[src/hw/rtl/lbst_pkg.sv]
// shared constants and control structs for the latitude band strip triangulator
// no dependencies
package lbst_pkg;

   // default band capacity and node index width
   localparam int MAX_BAND_DEF  = 32;
   localparam int NODE_BITS_DEF = 24;

   // width of node index fields on the channels
   localparam int FIELD_W = 24;

   // sequencer to advancing front unit
   typedef struct packed {
      logic start;
      logic step;
   } front_ctrl_type;

   // advancing front unit to sequencer
   typedef struct packed {
      logic adv_up;
      logic last;
   } front_stat_type;

endpackage

[src/hw/rtl/lbst_channels.sv]
// valid/ready channel interfaces for the point items and the triangle items
// depends on lbst_pkg
interface lbst_req_if;
   logic                        valid;
   logic                        ready;
   logic                        kind;
   logic [lbst_pkg::FIELD_W-1:0] node_index;
   logic                        end_of_band;

   modport source (output valid, output kind, output node_index, output end_of_band,
                   input ready);
   modport sink (input valid, input kind, input node_index, input end_of_band,
                 output ready);
endinterface

interface lbst_rsp_if;
   logic                        valid;
   logic                        ready;
   logic [lbst_pkg::FIELD_W-1:0] vertex_upper;
   logic [lbst_pkg::FIELD_W-1:0] vertex_lower;
   logic [lbst_pkg::FIELD_W-1:0] vertex_next;
   logic                        advanced_upper;
   logic                        last_of_strip;
   logic                        overflow;

   modport source (output valid, output vertex_upper, output vertex_lower,
                   output vertex_next, output advanced_upper, output last_of_strip,
                   output overflow, input ready);
   modport sink (input valid, input vertex_upper, input vertex_lower,
                 input vertex_next, input advanced_upper, input last_of_strip,
                 input overflow, output ready);
endinterface

[src/hw/rtl/lbst_ram.sv]
// generic single write port, single read port ram with registered read data
// no dependencies
module lbst_ram #(
   parameter int WIDTH = 24,
   parameter int DEPTH = 64
) (
   input  logic                                   clock,
   input  logic                                   wr_en,
   input  logic [((DEPTH > 1) ? $clog2(DEPTH) : 1)-1:0] wr_addr,
   input  logic [WIDTH-1:0]                       wr_data,
   input  logic                                   rd_en,
   input  logic [((DEPTH > 1) ? $clog2(DEPTH) : 1)-1:0] rd_addr,
   output logic [WIDTH-1:0]                       rd_data
);

   logic [WIDTH-1:0] mem_ff [DEPTH];
   logic [WIDTH-1:0] rd_data_ff;

   // write port
   always_ff @(posedge clock) begin
      if (wr_en) begin
         mem_ff[wr_addr] <= wr_data;
      end
   end

   // read port, data holds while not enabled
   always_ff @(posedge clock) begin
      if (rd_en) begin
         rd_data_ff <= mem_ff[rd_addr];
      end
   end

   assign rd_data = rd_data_ff;

endmodule

[src/hw/rtl/lbst_front.sv]
// advancing front unit: band positions, advance counts and the running
// cross products that pick which band advances; depends on lbst_pkg
module lbst_front #(
   parameter int MAX_BAND = lbst_pkg::MAX_BAND_DEF
) (
   input  logic                                     clock,
   input  logic                                     reset,
   input  lbst_pkg::front_ctrl_type                 ctrl,
   input  logic [$clog2(MAX_BAND+1)-1:0]            n_upper,
   input  logic [$clog2(MAX_BAND+1)-1:0]            n_lower,
   output lbst_pkg::front_stat_type                 stat,
   output logic [((MAX_BAND > 1) ? $clog2(MAX_BAND) : 1)-1:0] next_index
);

   localparam int IDX_W = (MAX_BAND > 1) ? $clog2(MAX_BAND) : 1;
   localparam int CNT_W = $clog2(MAX_BAND + 1);
   localparam int SUM_W = CNT_W + 1;
   localparam int ACC_W = $clog2((MAX_BAND + 1) * MAX_BAND + 1);

   logic [CNT_W-1:0] nu_ff, nu_in, nl_ff, nl_in;
   logic [IDX_W-1:0] u_idx_ff, u_idx_in, l_idx_ff, l_idx_in;
   logic [CNT_W-1:0] u_adv_ff, u_adv_in, l_adv_ff, l_adv_in;
   logic [ACC_W-1:0] acc_u_ff, acc_u_in, acc_l_ff, acc_l_in;

   logic [CNT_W-1:0] u_inc, l_inc;
   logic [IDX_W-1:0] u_nxt, l_nxt;
   logic             adv_up;
   logic [SUM_W-1:0] done_sum, total_sum;

   // wrapped successor of each band position
   assign u_inc = CNT_W'(u_idx_ff) + CNT_W'(1);
   assign l_inc = CNT_W'(l_idx_ff) + CNT_W'(1);
   assign u_nxt = (u_inc >= nu_ff) ? '0 : IDX_W'(u_inc);
   assign l_nxt = (l_inc >= nl_ff) ? '0 : IDX_W'(l_inc);

   // (u_adv+1)*n_lower <= (l_adv+1)*n_upper kept as running sums, ties go up
   always_comb begin
      if (u_adv_ff >= nu_ff) begin
         adv_up = 1'b0;
      end else if (l_adv_ff >= nl_ff) begin
         adv_up = 1'b1;
      end else begin
         adv_up = (acc_u_ff <= acc_l_ff);
      end
   end

   // final triangle once all but one advance are made
   assign done_sum  = SUM_W'(u_adv_ff) + SUM_W'(l_adv_ff) + SUM_W'(1);
   assign total_sum = SUM_W'(nu_ff) + SUM_W'(nl_ff);

   assign stat.adv_up = adv_up;
   assign stat.last   = (done_sum == total_sum);
   assign next_index  = adv_up ? u_nxt : l_nxt;

   // front update
   always_comb begin
      nu_in    = nu_ff;
      nl_in    = nl_ff;
      u_idx_in = u_idx_ff;
      l_idx_in = l_idx_ff;
      u_adv_in = u_adv_ff;
      l_adv_in = l_adv_ff;
      acc_u_in = acc_u_ff;
      acc_l_in = acc_l_ff;
      if (ctrl.start) begin
         nu_in    = n_upper;
         nl_in    = n_lower;
         u_idx_in = '0;
         l_idx_in = '0;
         u_adv_in = '0;
         l_adv_in = '0;
         acc_u_in = ACC_W'(n_lower);
         acc_l_in = ACC_W'(n_upper);
      end else if (ctrl.step) begin
         if (adv_up) begin
            u_idx_in = u_nxt;
            u_adv_in = u_adv_ff + CNT_W'(1);
            acc_u_in = acc_u_ff + ACC_W'(nl_ff);
         end else begin
            l_idx_in = l_nxt;
            l_adv_in = l_adv_ff + CNT_W'(1);
            acc_l_in = acc_l_ff + ACC_W'(nu_ff);
         end
      end
   end

   always_ff @(posedge clock) begin
      if (reset) begin
         nu_ff    <= '0;
         nl_ff    <= '0;
         u_idx_ff <= '0;
         l_idx_ff <= '0;
         u_adv_ff <= '0;
         l_adv_ff <= '0;
         acc_u_ff <= '0;
         acc_l_ff <= '0;
      end else begin
         nu_ff    <= nu_in;
         nl_ff    <= nl_in;
         u_idx_ff <= u_idx_in;
         l_idx_ff <= l_idx_in;
         u_adv_ff <= u_adv_in;
         l_adv_ff <= l_adv_in;
         acc_u_ff <= acc_u_in;
         acc_l_ff <= acc_l_in;
      end
   end

endmodule

[src/hw/rtl/latitude_band_strip_triangulator.sv]
// top level of the latitude band strip triangulator: band store, sequencer,
// output register; depends on lbst_pkg, lbst_channels, lbst_ram, lbst_front
//
// Points arrive one item per cycle while the block is idle; a point is
// written into the half of the band store that holds the band being filled,
// and points beyond MAX_BAND are dropped and flagged. An item of kind 1
// forgets both bands. When an end-of-band point closes a band and a previous
// band exists, the block stops taking items and runs one strip of
// n_upper + n_lower triangles: it first fetches the first point of each band
// (S_FETCH_U, then S_FETCH_L), then for each triangle reads the next point
// of the advanced band through the single store read port (S_READ) and
// loads the output register (S_EMIT), where it waits while the output stalls.
// The band store has no reset and needs no clearing pass.
module latitude_band_strip_triangulator #(
   parameter int MAX_BAND  = lbst_pkg::MAX_BAND_DEF,
   parameter int NODE_BITS = lbst_pkg::NODE_BITS_DEF
) (
   input  logic       clock,
   input  logic       reset,
   lbst_req_if.sink   req_chan,
   lbst_rsp_if.source rsp_chan
);

   localparam int DEPTH   = 2 * MAX_BAND;
   localparam int ADDR_W  = $clog2(DEPTH);
   localparam int IDX_W   = (MAX_BAND > 1) ? $clog2(MAX_BAND) : 1;
   localparam int CNT_W   = $clog2(MAX_BAND + 1);
   localparam int FIELD_W = lbst_pkg::FIELD_W;
   localparam int STORE_W = (NODE_BITS < FIELD_W) ? NODE_BITS : FIELD_W;

   typedef enum logic [4:0] {
      S_IDLE    = 5'b00001,
      S_FETCH_U = 5'b00010,
      S_FETCH_L = 5'b00100,
      S_READ    = 5'b01000,
      S_EMIT    = 5'b10000
   } state_type;

   state_type state_ff, state_in;

   logic             cur_half_ff, cur_half_in;
   logic [CNT_W-1:0] cur_count_ff, cur_count_in;
   logic [CNT_W-1:0] prev_count_ff, prev_count_in;
   logic             have_prev_ff, have_prev_in;
   logic             prev_ovf_ff, prev_ovf_in;
   logic             cur_ovf_ff, cur_ovf_in;

   logic             lo_half_ff, lo_half_in;
   logic             strip_ovf_ff, strip_ovf_in;
   logic             first_ff, first_in;
   logic             adv_ff, adv_in;
   logic             last_ff, last_in;
   logic [STORE_W-1:0] cur_upper_ff, cur_upper_in;
   logic [STORE_W-1:0] cur_lower_ff, cur_lower_in;

   logic               rsp_valid_ff, rsp_valid_in;
   logic [FIELD_W-1:0] rsp_upper_ff, rsp_upper_in;
   logic [FIELD_W-1:0] rsp_lower_ff, rsp_lower_in;
   logic [FIELD_W-1:0] rsp_next_ff, rsp_next_in;
   logic               rsp_adv_ff, rsp_adv_in;
   logic               rsp_last_ff, rsp_last_in;
   logic               rsp_ovf_ff, rsp_ovf_in;

   logic               accept, point, has_room, close_band, run_strip, out_free;
   logic [CNT_W-1:0]   cnt_after;
   logic               ovf_after;
   logic               wr_en, rd_en, rd_half;
   logic [ADDR_W-1:0]  wr_addr, rd_addr;
   logic [STORE_W-1:0] wr_data, rd_data;
   logic [IDX_W-1:0]   rd_index, next_index;

   lbst_pkg::front_ctrl_type front_ctrl;
   lbst_pkg::front_stat_type front_stat;

   // item acceptance and band fill
   assign req_chan.ready = (state_ff == S_IDLE);
   assign accept     = req_chan.valid && req_chan.ready;
   assign point      = accept && !req_chan.kind;
   assign has_room   = (cur_count_ff < CNT_W'(MAX_BAND));
   assign cnt_after  = has_room ? (cur_count_ff + CNT_W'(1)) : cur_count_ff;
   assign ovf_after  = cur_ovf_ff || !has_room;
   assign close_band = point && req_chan.end_of_band;
   assign run_strip  = close_band && have_prev_ff && (prev_count_ff != '0) &&
                       (cnt_after != '0);
   assign out_free   = !rsp_valid_ff || rsp_chan.ready;

   // store write into the half being filled
   assign wr_en   = point && has_room;
   assign wr_data = STORE_W'(req_chan.node_index);
   assign wr_addr = cur_half_ff ? (ADDR_W'(MAX_BAND) + ADDR_W'(cur_count_ff))
                                : ADDR_W'(cur_count_ff);

   // store read address
   assign rd_addr = rd_half ? (ADDR_W'(MAX_BAND) + ADDR_W'(rd_index)) : ADDR_W'(rd_index);

   lbst_ram #(
      .WIDTH (STORE_W),
      .DEPTH (DEPTH)
   ) u_band_store (
      .clock   (clock),
      .wr_en   (wr_en),
      .wr_addr (wr_addr),
      .wr_data (wr_data),
      .rd_en   (rd_en),
      .rd_addr (rd_addr),
      .rd_data (rd_data)
   );

   lbst_front #(
      .MAX_BAND (MAX_BAND)
   ) u_front (
      .clock      (clock),
      .reset      (reset),
      .ctrl       (front_ctrl),
      .n_upper    (prev_count_ff),
      .n_lower    (cnt_after),
      .stat       (front_stat),
      .next_index (next_index)
   );

   // sequencer and band bookkeeping
   always_comb begin
      state_in      = state_ff;
      cur_half_in   = cur_half_ff;
      cur_count_in  = cur_count_ff;
      prev_count_in = prev_count_ff;
      have_prev_in  = have_prev_ff;
      prev_ovf_in   = prev_ovf_ff;
      cur_ovf_in    = cur_ovf_ff;
      lo_half_in    = lo_half_ff;
      strip_ovf_in  = strip_ovf_ff;
      first_in      = first_ff;
      adv_in        = adv_ff;
      last_in       = last_ff;
      cur_upper_in  = cur_upper_ff;
      cur_lower_in  = cur_lower_ff;
      rsp_valid_in  = rsp_valid_ff && !rsp_chan.ready;
      rsp_upper_in  = rsp_upper_ff;
      rsp_lower_in  = rsp_lower_ff;
      rsp_next_in   = rsp_next_ff;
      rsp_adv_in    = rsp_adv_ff;
      rsp_last_in   = rsp_last_ff;
      rsp_ovf_in    = rsp_ovf_ff;
      rd_en         = 1'b0;
      rd_half       = lo_half_ff;
      rd_index      = '0;
      front_ctrl    = '0;

      unique case (state_ff)
         S_IDLE: begin
            if (accept && req_chan.kind) begin
               // restart: forget both bands
               cur_count_in  = '0;
               prev_count_in = '0;
               have_prev_in  = 1'b0;
               prev_ovf_in   = 1'b0;
               cur_ovf_in    = 1'b0;
            end else if (point) begin
               cur_count_in = cnt_after;
               cur_ovf_in   = ovf_after;
               if (close_band) begin
                  // closed band becomes the previous band
                  prev_count_in = cnt_after;
                  prev_ovf_in   = ovf_after;
                  have_prev_in  = 1'b1;
                  cur_half_in   = !cur_half_ff;
                  cur_count_in  = '0;
                  cur_ovf_in    = 1'b0;
               end
               if (run_strip) begin
                  lo_half_in       = cur_half_ff;
                  strip_ovf_in     = prev_ovf_ff || ovf_after;
                  front_ctrl.start = 1'b1;
                  state_in         = S_FETCH_U;
               end
            end
         end
         S_FETCH_U: begin
            // first point of the upper band
            rd_en    = 1'b1;
            rd_half  = !lo_half_ff;
            state_in = S_FETCH_L;
         end
         S_FETCH_L: begin
            // first point of the lower band
            rd_en        = 1'b1;
            rd_half      = lo_half_ff;
            cur_upper_in = rd_data;
            first_in     = 1'b1;
            state_in     = S_READ;
         end
         S_READ: begin
            // pick the band to advance and fetch its next point
            if (first_ff) begin
               cur_lower_in = rd_data;
               first_in     = 1'b0;
            end
            rd_en           = 1'b1;
            rd_half         = front_stat.adv_up ? !lo_half_ff : lo_half_ff;
            rd_index        = next_index;
            adv_in          = front_stat.adv_up;
            last_in         = front_stat.last;
            front_ctrl.step = 1'b1;
            state_in        = S_EMIT;
         end
         S_EMIT: begin
            // hand the triangle to the output register
            if (out_free) begin
               rsp_valid_in = 1'b1;
               rsp_upper_in = FIELD_W'(cur_upper_ff);
               rsp_lower_in = FIELD_W'(cur_lower_ff);
               rsp_next_in  = FIELD_W'(rd_data);
               rsp_adv_in   = adv_ff;
               rsp_last_in  = last_ff;
               rsp_ovf_in   = strip_ovf_ff;
               if (adv_ff) begin
                  cur_upper_in = rd_data;
               end else begin
                  cur_lower_in = rd_data;
               end
               state_in = last_ff ? S_IDLE : S_READ;
            end
         end
         default: begin
            state_in = S_IDLE;
         end
      endcase
   end

   // control state
   always_ff @(posedge clock) begin
      if (reset) begin
         state_ff      <= S_IDLE;
         cur_half_ff   <= 1'b0;
         cur_count_ff  <= '0;
         prev_count_ff <= '0;
         have_prev_ff  <= 1'b0;
         prev_ovf_ff   <= 1'b0;
         cur_ovf_ff    <= 1'b0;
         first_ff      <= 1'b0;
         rsp_valid_ff  <= 1'b0;
      end else begin
         state_ff      <= state_in;
         cur_half_ff   <= cur_half_in;
         cur_count_ff  <= cur_count_in;
         prev_count_ff <= prev_count_in;
         have_prev_ff  <= have_prev_in;
         prev_ovf_ff   <= prev_ovf_in;
         cur_ovf_ff    <= cur_ovf_in;
         first_ff      <= first_in;
         rsp_valid_ff  <= rsp_valid_in;
      end
   end

   // strip payload and output register
   always_ff @(posedge clock) begin
      lo_half_ff   <= lo_half_in;
      strip_ovf_ff <= strip_ovf_in;
      adv_ff       <= adv_in;
      last_ff      <= last_in;
      cur_upper_ff <= cur_upper_in;
      cur_lower_ff <= cur_lower_in;
      rsp_upper_ff <= rsp_upper_in;
      rsp_lower_ff <= rsp_lower_in;
      rsp_next_ff  <= rsp_next_in;
      rsp_adv_ff   <= rsp_adv_in;
      rsp_last_ff  <= rsp_last_in;
      rsp_ovf_ff   <= rsp_ovf_in;
   end

   assign rsp_chan.valid          = rsp_valid_ff;
   assign rsp_chan.vertex_upper   = rsp_upper_ff;
   assign rsp_chan.vertex_lower   = rsp_lower_ff;
   assign rsp_chan.vertex_next    = rsp_next_ff;
   assign rsp_chan.advanced_upper = rsp_adv_ff;
   assign rsp_chan.last_of_strip  = rsp_last_ff;
   assign rsp_chan.overflow       = rsp_ovf_ff;

endmodule

[src/flat_wrapper.sv]
// flat-port wrapper written by rule: the top's interface ports become plain ports
module latitude_band_strip_triangulator_flat 
#(
   parameter int MAX_BAND  = lbst_pkg::MAX_BAND_DEF,
   parameter int NODE_BITS = lbst_pkg::NODE_BITS_DEF
)
  (clock, reset, req_chan_valid, req_chan_kind, req_chan_node_index, req_chan_end_of_band, req_chan_ready, rsp_chan_valid, rsp_chan_vertex_upper, rsp_chan_vertex_lower, rsp_chan_vertex_next, rsp_chan_advanced_upper, rsp_chan_last_of_strip, rsp_chan_overflow, rsp_chan_ready);
  lbst_req_if req_chan_i ();
  lbst_rsp_if rsp_chan_i ();
  input  logic clock;
  input  logic reset;
  input wire logic [$bits(req_chan_i.valid)-1:0] req_chan_valid;
  input wire logic [$bits(req_chan_i.kind)-1:0] req_chan_kind;
  input wire logic [$bits(req_chan_i.node_index)-1:0] req_chan_node_index;
  input wire logic [$bits(req_chan_i.end_of_band)-1:0] req_chan_end_of_band;
  output wire logic [$bits(req_chan_i.ready)-1:0] req_chan_ready;
  output wire logic [$bits(rsp_chan_i.valid)-1:0] rsp_chan_valid;
  output wire logic [$bits(rsp_chan_i.vertex_upper)-1:0] rsp_chan_vertex_upper;
  output wire logic [$bits(rsp_chan_i.vertex_lower)-1:0] rsp_chan_vertex_lower;
  output wire logic [$bits(rsp_chan_i.vertex_next)-1:0] rsp_chan_vertex_next;
  output wire logic [$bits(rsp_chan_i.advanced_upper)-1:0] rsp_chan_advanced_upper;
  output wire logic [$bits(rsp_chan_i.last_of_strip)-1:0] rsp_chan_last_of_strip;
  output wire logic [$bits(rsp_chan_i.overflow)-1:0] rsp_chan_overflow;
  input wire logic [$bits(rsp_chan_i.ready)-1:0] rsp_chan_ready;
  assign req_chan_i.valid = req_chan_valid;
  assign req_chan_i.kind = req_chan_kind;
  assign req_chan_i.node_index = req_chan_node_index;
  assign req_chan_i.end_of_band = req_chan_end_of_band;
  assign req_chan_ready = req_chan_i.ready;
  assign rsp_chan_valid = rsp_chan_i.valid;
  assign rsp_chan_vertex_upper = rsp_chan_i.vertex_upper;
  assign rsp_chan_vertex_lower = rsp_chan_i.vertex_lower;
  assign rsp_chan_vertex_next = rsp_chan_i.vertex_next;
  assign rsp_chan_advanced_upper = rsp_chan_i.advanced_upper;
  assign rsp_chan_last_of_strip = rsp_chan_i.last_of_strip;
  assign rsp_chan_overflow = rsp_chan_i.overflow;
  assign rsp_chan_i.ready = rsp_chan_ready;
  latitude_band_strip_triangulator #(.MAX_BAND(MAX_BAND), .NODE_BITS(NODE_BITS)) u_core (.clock(clock), .reset(reset), .req_chan(req_chan_i), .rsp_chan(rsp_chan_i));
endmodule
[config.mk]
export PLATFORM = sky130hd
export DESIGN_NAME = latitude_band_strip_triangulator_flat
export DESIGN_NICKNAME = d
export VERILOG_FILES = /design/src/hw/rtl/lbst_pkg.sv /design/src/hw/rtl/lbst_channels.sv /design/src/hw/rtl/lbst_ram.sv /design/src/hw/rtl/lbst_front.sv /design/src/hw/rtl/latitude_band_strip_triangulator.sv /design/src/flat_wrapper.sv
export SDC_FILE = /design/constraint.sdc
export NUM_CORES = 2
export LEC_CHECK = 0
export BUFFER_PORTS_ARGS = -buffer_cell sky130_fd_sc_hd__buf_4
export CAP_MARGIN = 20
export CORE_ASPECT_RATIO = 1.4
export CORE_MARGIN = 2
export CORE_UTILIZATION = 35
export CTS_BUF_LIST = sky130_fd_sc_hd__clkbuf_8
export DETAILED_ROUTE_END_ITERATION = 16
export GPL_ROUTABILITY_DRIVEN = 0
export PLACE_DENSITY = 0.56
export SLEW_MARGIN = 20
export SYNTH_ARGS = -nofsm -noshare
export SYNTH_HDL_FRONTEND = slang
export SYNTH_HIERARCHICAL = 1
export SYNTH_SLANG_ARGS = --single-unit
[constraint.sdc]
create_clock -name clock -period 4.1 [get_ports clock]
set_input_delay 0 -clock clock [delete_from_list [all_inputs] [get_ports clock]]
set_output_delay 0 -clock clock [all_outputs]
set_load 0.02 [all_outputs]
==> results.ini <==
[critical_path]
crit_chain = inv_2 -> ha_4 -> a211oi_2 -> nor2_1 -> a2111o_1 -> a221oi_4 -> buf_6 -> buf_6 -> a32o_1 -> and2_4 -> buf_12 -> buf_8 -> buf_12 -> mux4_2 -> a221oi_4 -> o21ai_2 -> nand3_2 -> o21ai_2
reg2reg_to = u_core/u_band_store/rd_data[4]
end_kind = register
reg2reg_from = u_core/u_front/acc_l_ff[8]
r2r_slack_ns = -0.13
crit_path_max_fanout = 8
crit_buf_inv = 6
required_ns = 4.71
cp_data_arrival_time_ns = 4.84
crit_type = reg2reg
setup.worst_path.start_class = register
crit_family = compound AO/OA/AOI/OAI gates
crit_slowest_cell = a2111o_1
max_stage_delay_ns = 0.42
reg2regPathDepth = 18

[detailed_routing]
drcViolationCount = 0
postRouteWirelength_mm = 193
routedWlPerCell_um = 27.3
ant_nets = 0
post_drt_via_cell_ratio = 5.27
drt_iter0_drc = 3263
firstDrtPassIters = 5
vias = 37300

[synth]
ys.flop_type = edfxtp_1
synth.net_count = 3564
ys_warn_count = 6
async_flop_share = 0
synth_cell_type_count = 77
synth_seq_cells = 1766
syn_avg_cell_area_um2 = 19.9
synth_edf_count = 1687
syn_inst = 3466
yosysSeqAreaShare = 0.758
synth_area_um2 = 68900

[layout]
layout-drive-gt1-share = 0.363
multiInputGateArea_um2 = 16800
layoutNonFillerInstCount = 7082
final_nets = 4362
register_area_um2 = 52300
syn_to_final_growth_pct = 22.5
final_cell_area_um2 = 84500
fillers = 17100

[timing]
whs_ns = 0.112
fin_crit_sh = 1.03
rsz0062_at_grt = true
finClkSkew_ns = 0.0676
fmax_ghz = 0.236
final_max_slew_viol_count = 0
slew_headroom = 0.267
hold_viol = 0
worst_slack_ns = -0.128
setup_viol = 20
tightest_slew_ns = 1.10
min_period_ns = 4.23
final.setup.tns_ns = -1.64

[floorplanning]
die_h_um = 529
rows = 192
io_pins = 107
die_area_um2 = 201000
initial_core_util = 0.353
fp.dieW_um = 379
core_um2 = 196000

[placement]
dp.cells = 6465
dpl_cell_area_um2 = 76500
dp_worst_setup_slack_ns = -0.717
dp_hpwl_mm = 117
portBuffers = 106

[power]
clockPowerShare = 0.400
p_per_area_nw_per_um2 = 400
ir_worst_vdd_mv = 0.233
seq_power_share = 0.585
leakage_nw = 27.3
pwr-share-comb = 0.015
p_int_w = 0.0266
power.share.switching = 0.212
p_sw_w = 0.00717

[clock_tree]
htree_levels = 5
clockBufferDepth = 4
root_buffer = clkbuf_8
clock_latency_ns = 0.91
clock_sinks = 1766
cts_made_buffers = 271
cts_tree = yes
clk_pin_slew_worst_paths_ns = 0.07

[global_route]
grt_pass1_vias = 38300
grt_max_degree = 76
grt_pass1_wl_mm = 272
track_usage = 0.189
antenna_found_initial = 17
grt_overflow = 0

[status]
violations = negative setup slack
status = complete, but fails checks

[worst_hold_path]
hold_class = in2reg
whs_endpoint = u_core/cur_count_ff[3]
min_from = req_chan_kind
worst_hold_path.num_cells = 5

[run]
maxCapViolations = 0

cell usage in the layout, fill, tap and decap left out, drive strengths merged, types with 46 or more instances in the layout:
cell,count
clkbuf,287
edfxtp,1687
clkinv,79
a221oi,60
o21ai,54
dfxtp,79
nor2,158
ha,64
buf,655
mux2i,131
inv,140
nand2,139
o22ai,46
a21oi,46
mux4,336
logic make-up after synthesis:
| group | count (synthesis) | synth area share |
|---|---|---|
| compound gates | 369 | 0.0396 |
| xor+xnor | 43 | 0.00546 |
| fa+ha+maj | 68 | 0.0128 |
| buf+inv | 231 | 0.0168 |
| flops | 1766 | 0.758 |
| mux | 497 | 0.134 |
| simple gates | 492 | 0.0339 |
worst reg2reg max path, delay by kind of cell (launching register included):
family / cells / cell delay (ns)
DFF: 1 / 0.33
adders and majority gates: 1 / 0.24
AOI/OAI and AO/OA: 7 / 1.68
and+or+nand+nor: 3 / 0.51
muxes: 1 / 0.37
buffers and inverters: 6 / 0.82
power groups by stage:
| stage | clock, W | sequential, W | combinational (W) |
|---|---|---|---|
| global route | 0.0146 | 0.0197 | 0.000556 |
| floorplan | 0 | 0.0201 | 0.0000816 |
| CTS | 0.0139 | 0.0197 | 0.000531 |
| global placement | 0 | 0.0201 | 0.000476 |
| finish | 0.0135 | 0.0197 | 0.000520 |
| detailed placement | 0 | 0.0201 | 0.000495 |
area by class of cell:
cell class | count | share of cell area
Sequential cell | 1766 | 0.619
Tap cell | 2619 | 0.0388
Clock buffer | 278 | 0.0453
Antenna cell | 11 | 0.000326
Multi-Input combinational cell | 1469 | 0.199
Inverter | 51 | 0.00227
Timing Repair Buffer | 705 | 0.0839
Clock inverter | 183 | 0.0118
state kept, by name (all words and copies together), names as in the netlist, 11 cells and up:
name,flops
u_core/u_band_store/mem_ff,1536
u_core/cur_lower_ff,24
u_core/cur_upper_ff,24
u_core/rsp_chan.vertex_lower,24
u_core/rsp_chan.vertex_next,24
u_core/rsp_chan.vertex_upper,24
u_core/u_band_store/rd_data,24
u_core/u_front/acc_l_ff,11
u_core/u_front/acc_u_ff,11
cells in the mapped netlist, types with 15 or more instances:
library cell  number  area (µm²)
mux4_2           336        7570
inv_1             50         188
buf_4             25         188
or3_1             21         131
buf_1             21        78.8
buf_6             19         214
a21o_1            15         113
nor2_1           158         593
nand3_1           43         215
xor2_1            16         140
edfxtp_1        1687       50700
a22oi_1           43         323
nor3_1            30         150
mux2i_1          131        1310
a221oi_1          59         517
xnor2_1           27         236
o21ai_0           45         225
buf_2             44         220
mux2_2            30         338
ha_1              64         801
o22ai_1           46         288
dfxtp_1           79        1580
nand2_1          139         522
a21oi_1           46         230
nand4_1           17         106
clkbuf_1          71         267
o21a_1            15         113
per-stage QoR:
stage | utilization | total power (W)
2_1_floorplan | - | 0.0202
6_report | 0.432 | 0.0338
3_3_place_gp | 0.391 | 0.0206
3_5_place_dp | 0.391 | 0.0206
4_1_cts | 0.427 | 0.0341
5_1_grt | 0.432 | 0.0349
metal layers:
layer	wire length, µm	track usage	vias to the layer above
li1	-	-	15900
met1	74500	0.232	19800
met2	101000	0.342	1293
met3	11000	0.0268	305
met4	6280	0.0599	8
met5	55	0	-
worst max-delay path by stage:
stage,startpoint,end,slack [ns],cells after the start
3_3_place_gp,u_core/u_front/acc_l_ff[2],u_core/u_band_store/rd_data[18],-0.77,19
3_5_place_dp,u_core/u_front/acc_l_ff[2],u_core/u_band_store/rd_data[18],-0.72,19
5_1_grt,u_core/u_front/acc_l_ff[8],u_core/u_band_store/rd_data[6],-0.24,17
4_1_cts,u_core/u_front/acc_l_ff[7],u_core/u_band_store/rd_data[9],-0.13,18
2_1_floorplan,u_core/u_front/acc_l_ff[8],u_core/u_band_store/rd_data[0],-0.02,19
6_report,u_core/u_front/acc_l_ff[8],u_core/u_band_store/rd_data[4],-0.13,18
timing repair:
item | in CTS | in global routing
endpoints found under the hold margin | 1662 | 0
setup endpoints to repair | 24 | 24
gates cloned | 15 | 9
pin swaps | 45 | 44
resized for setup | 190 | 96
hold buffers | 38 | 0
setup buffers | 60 | 36
Power figures use the tool's default switching activity.
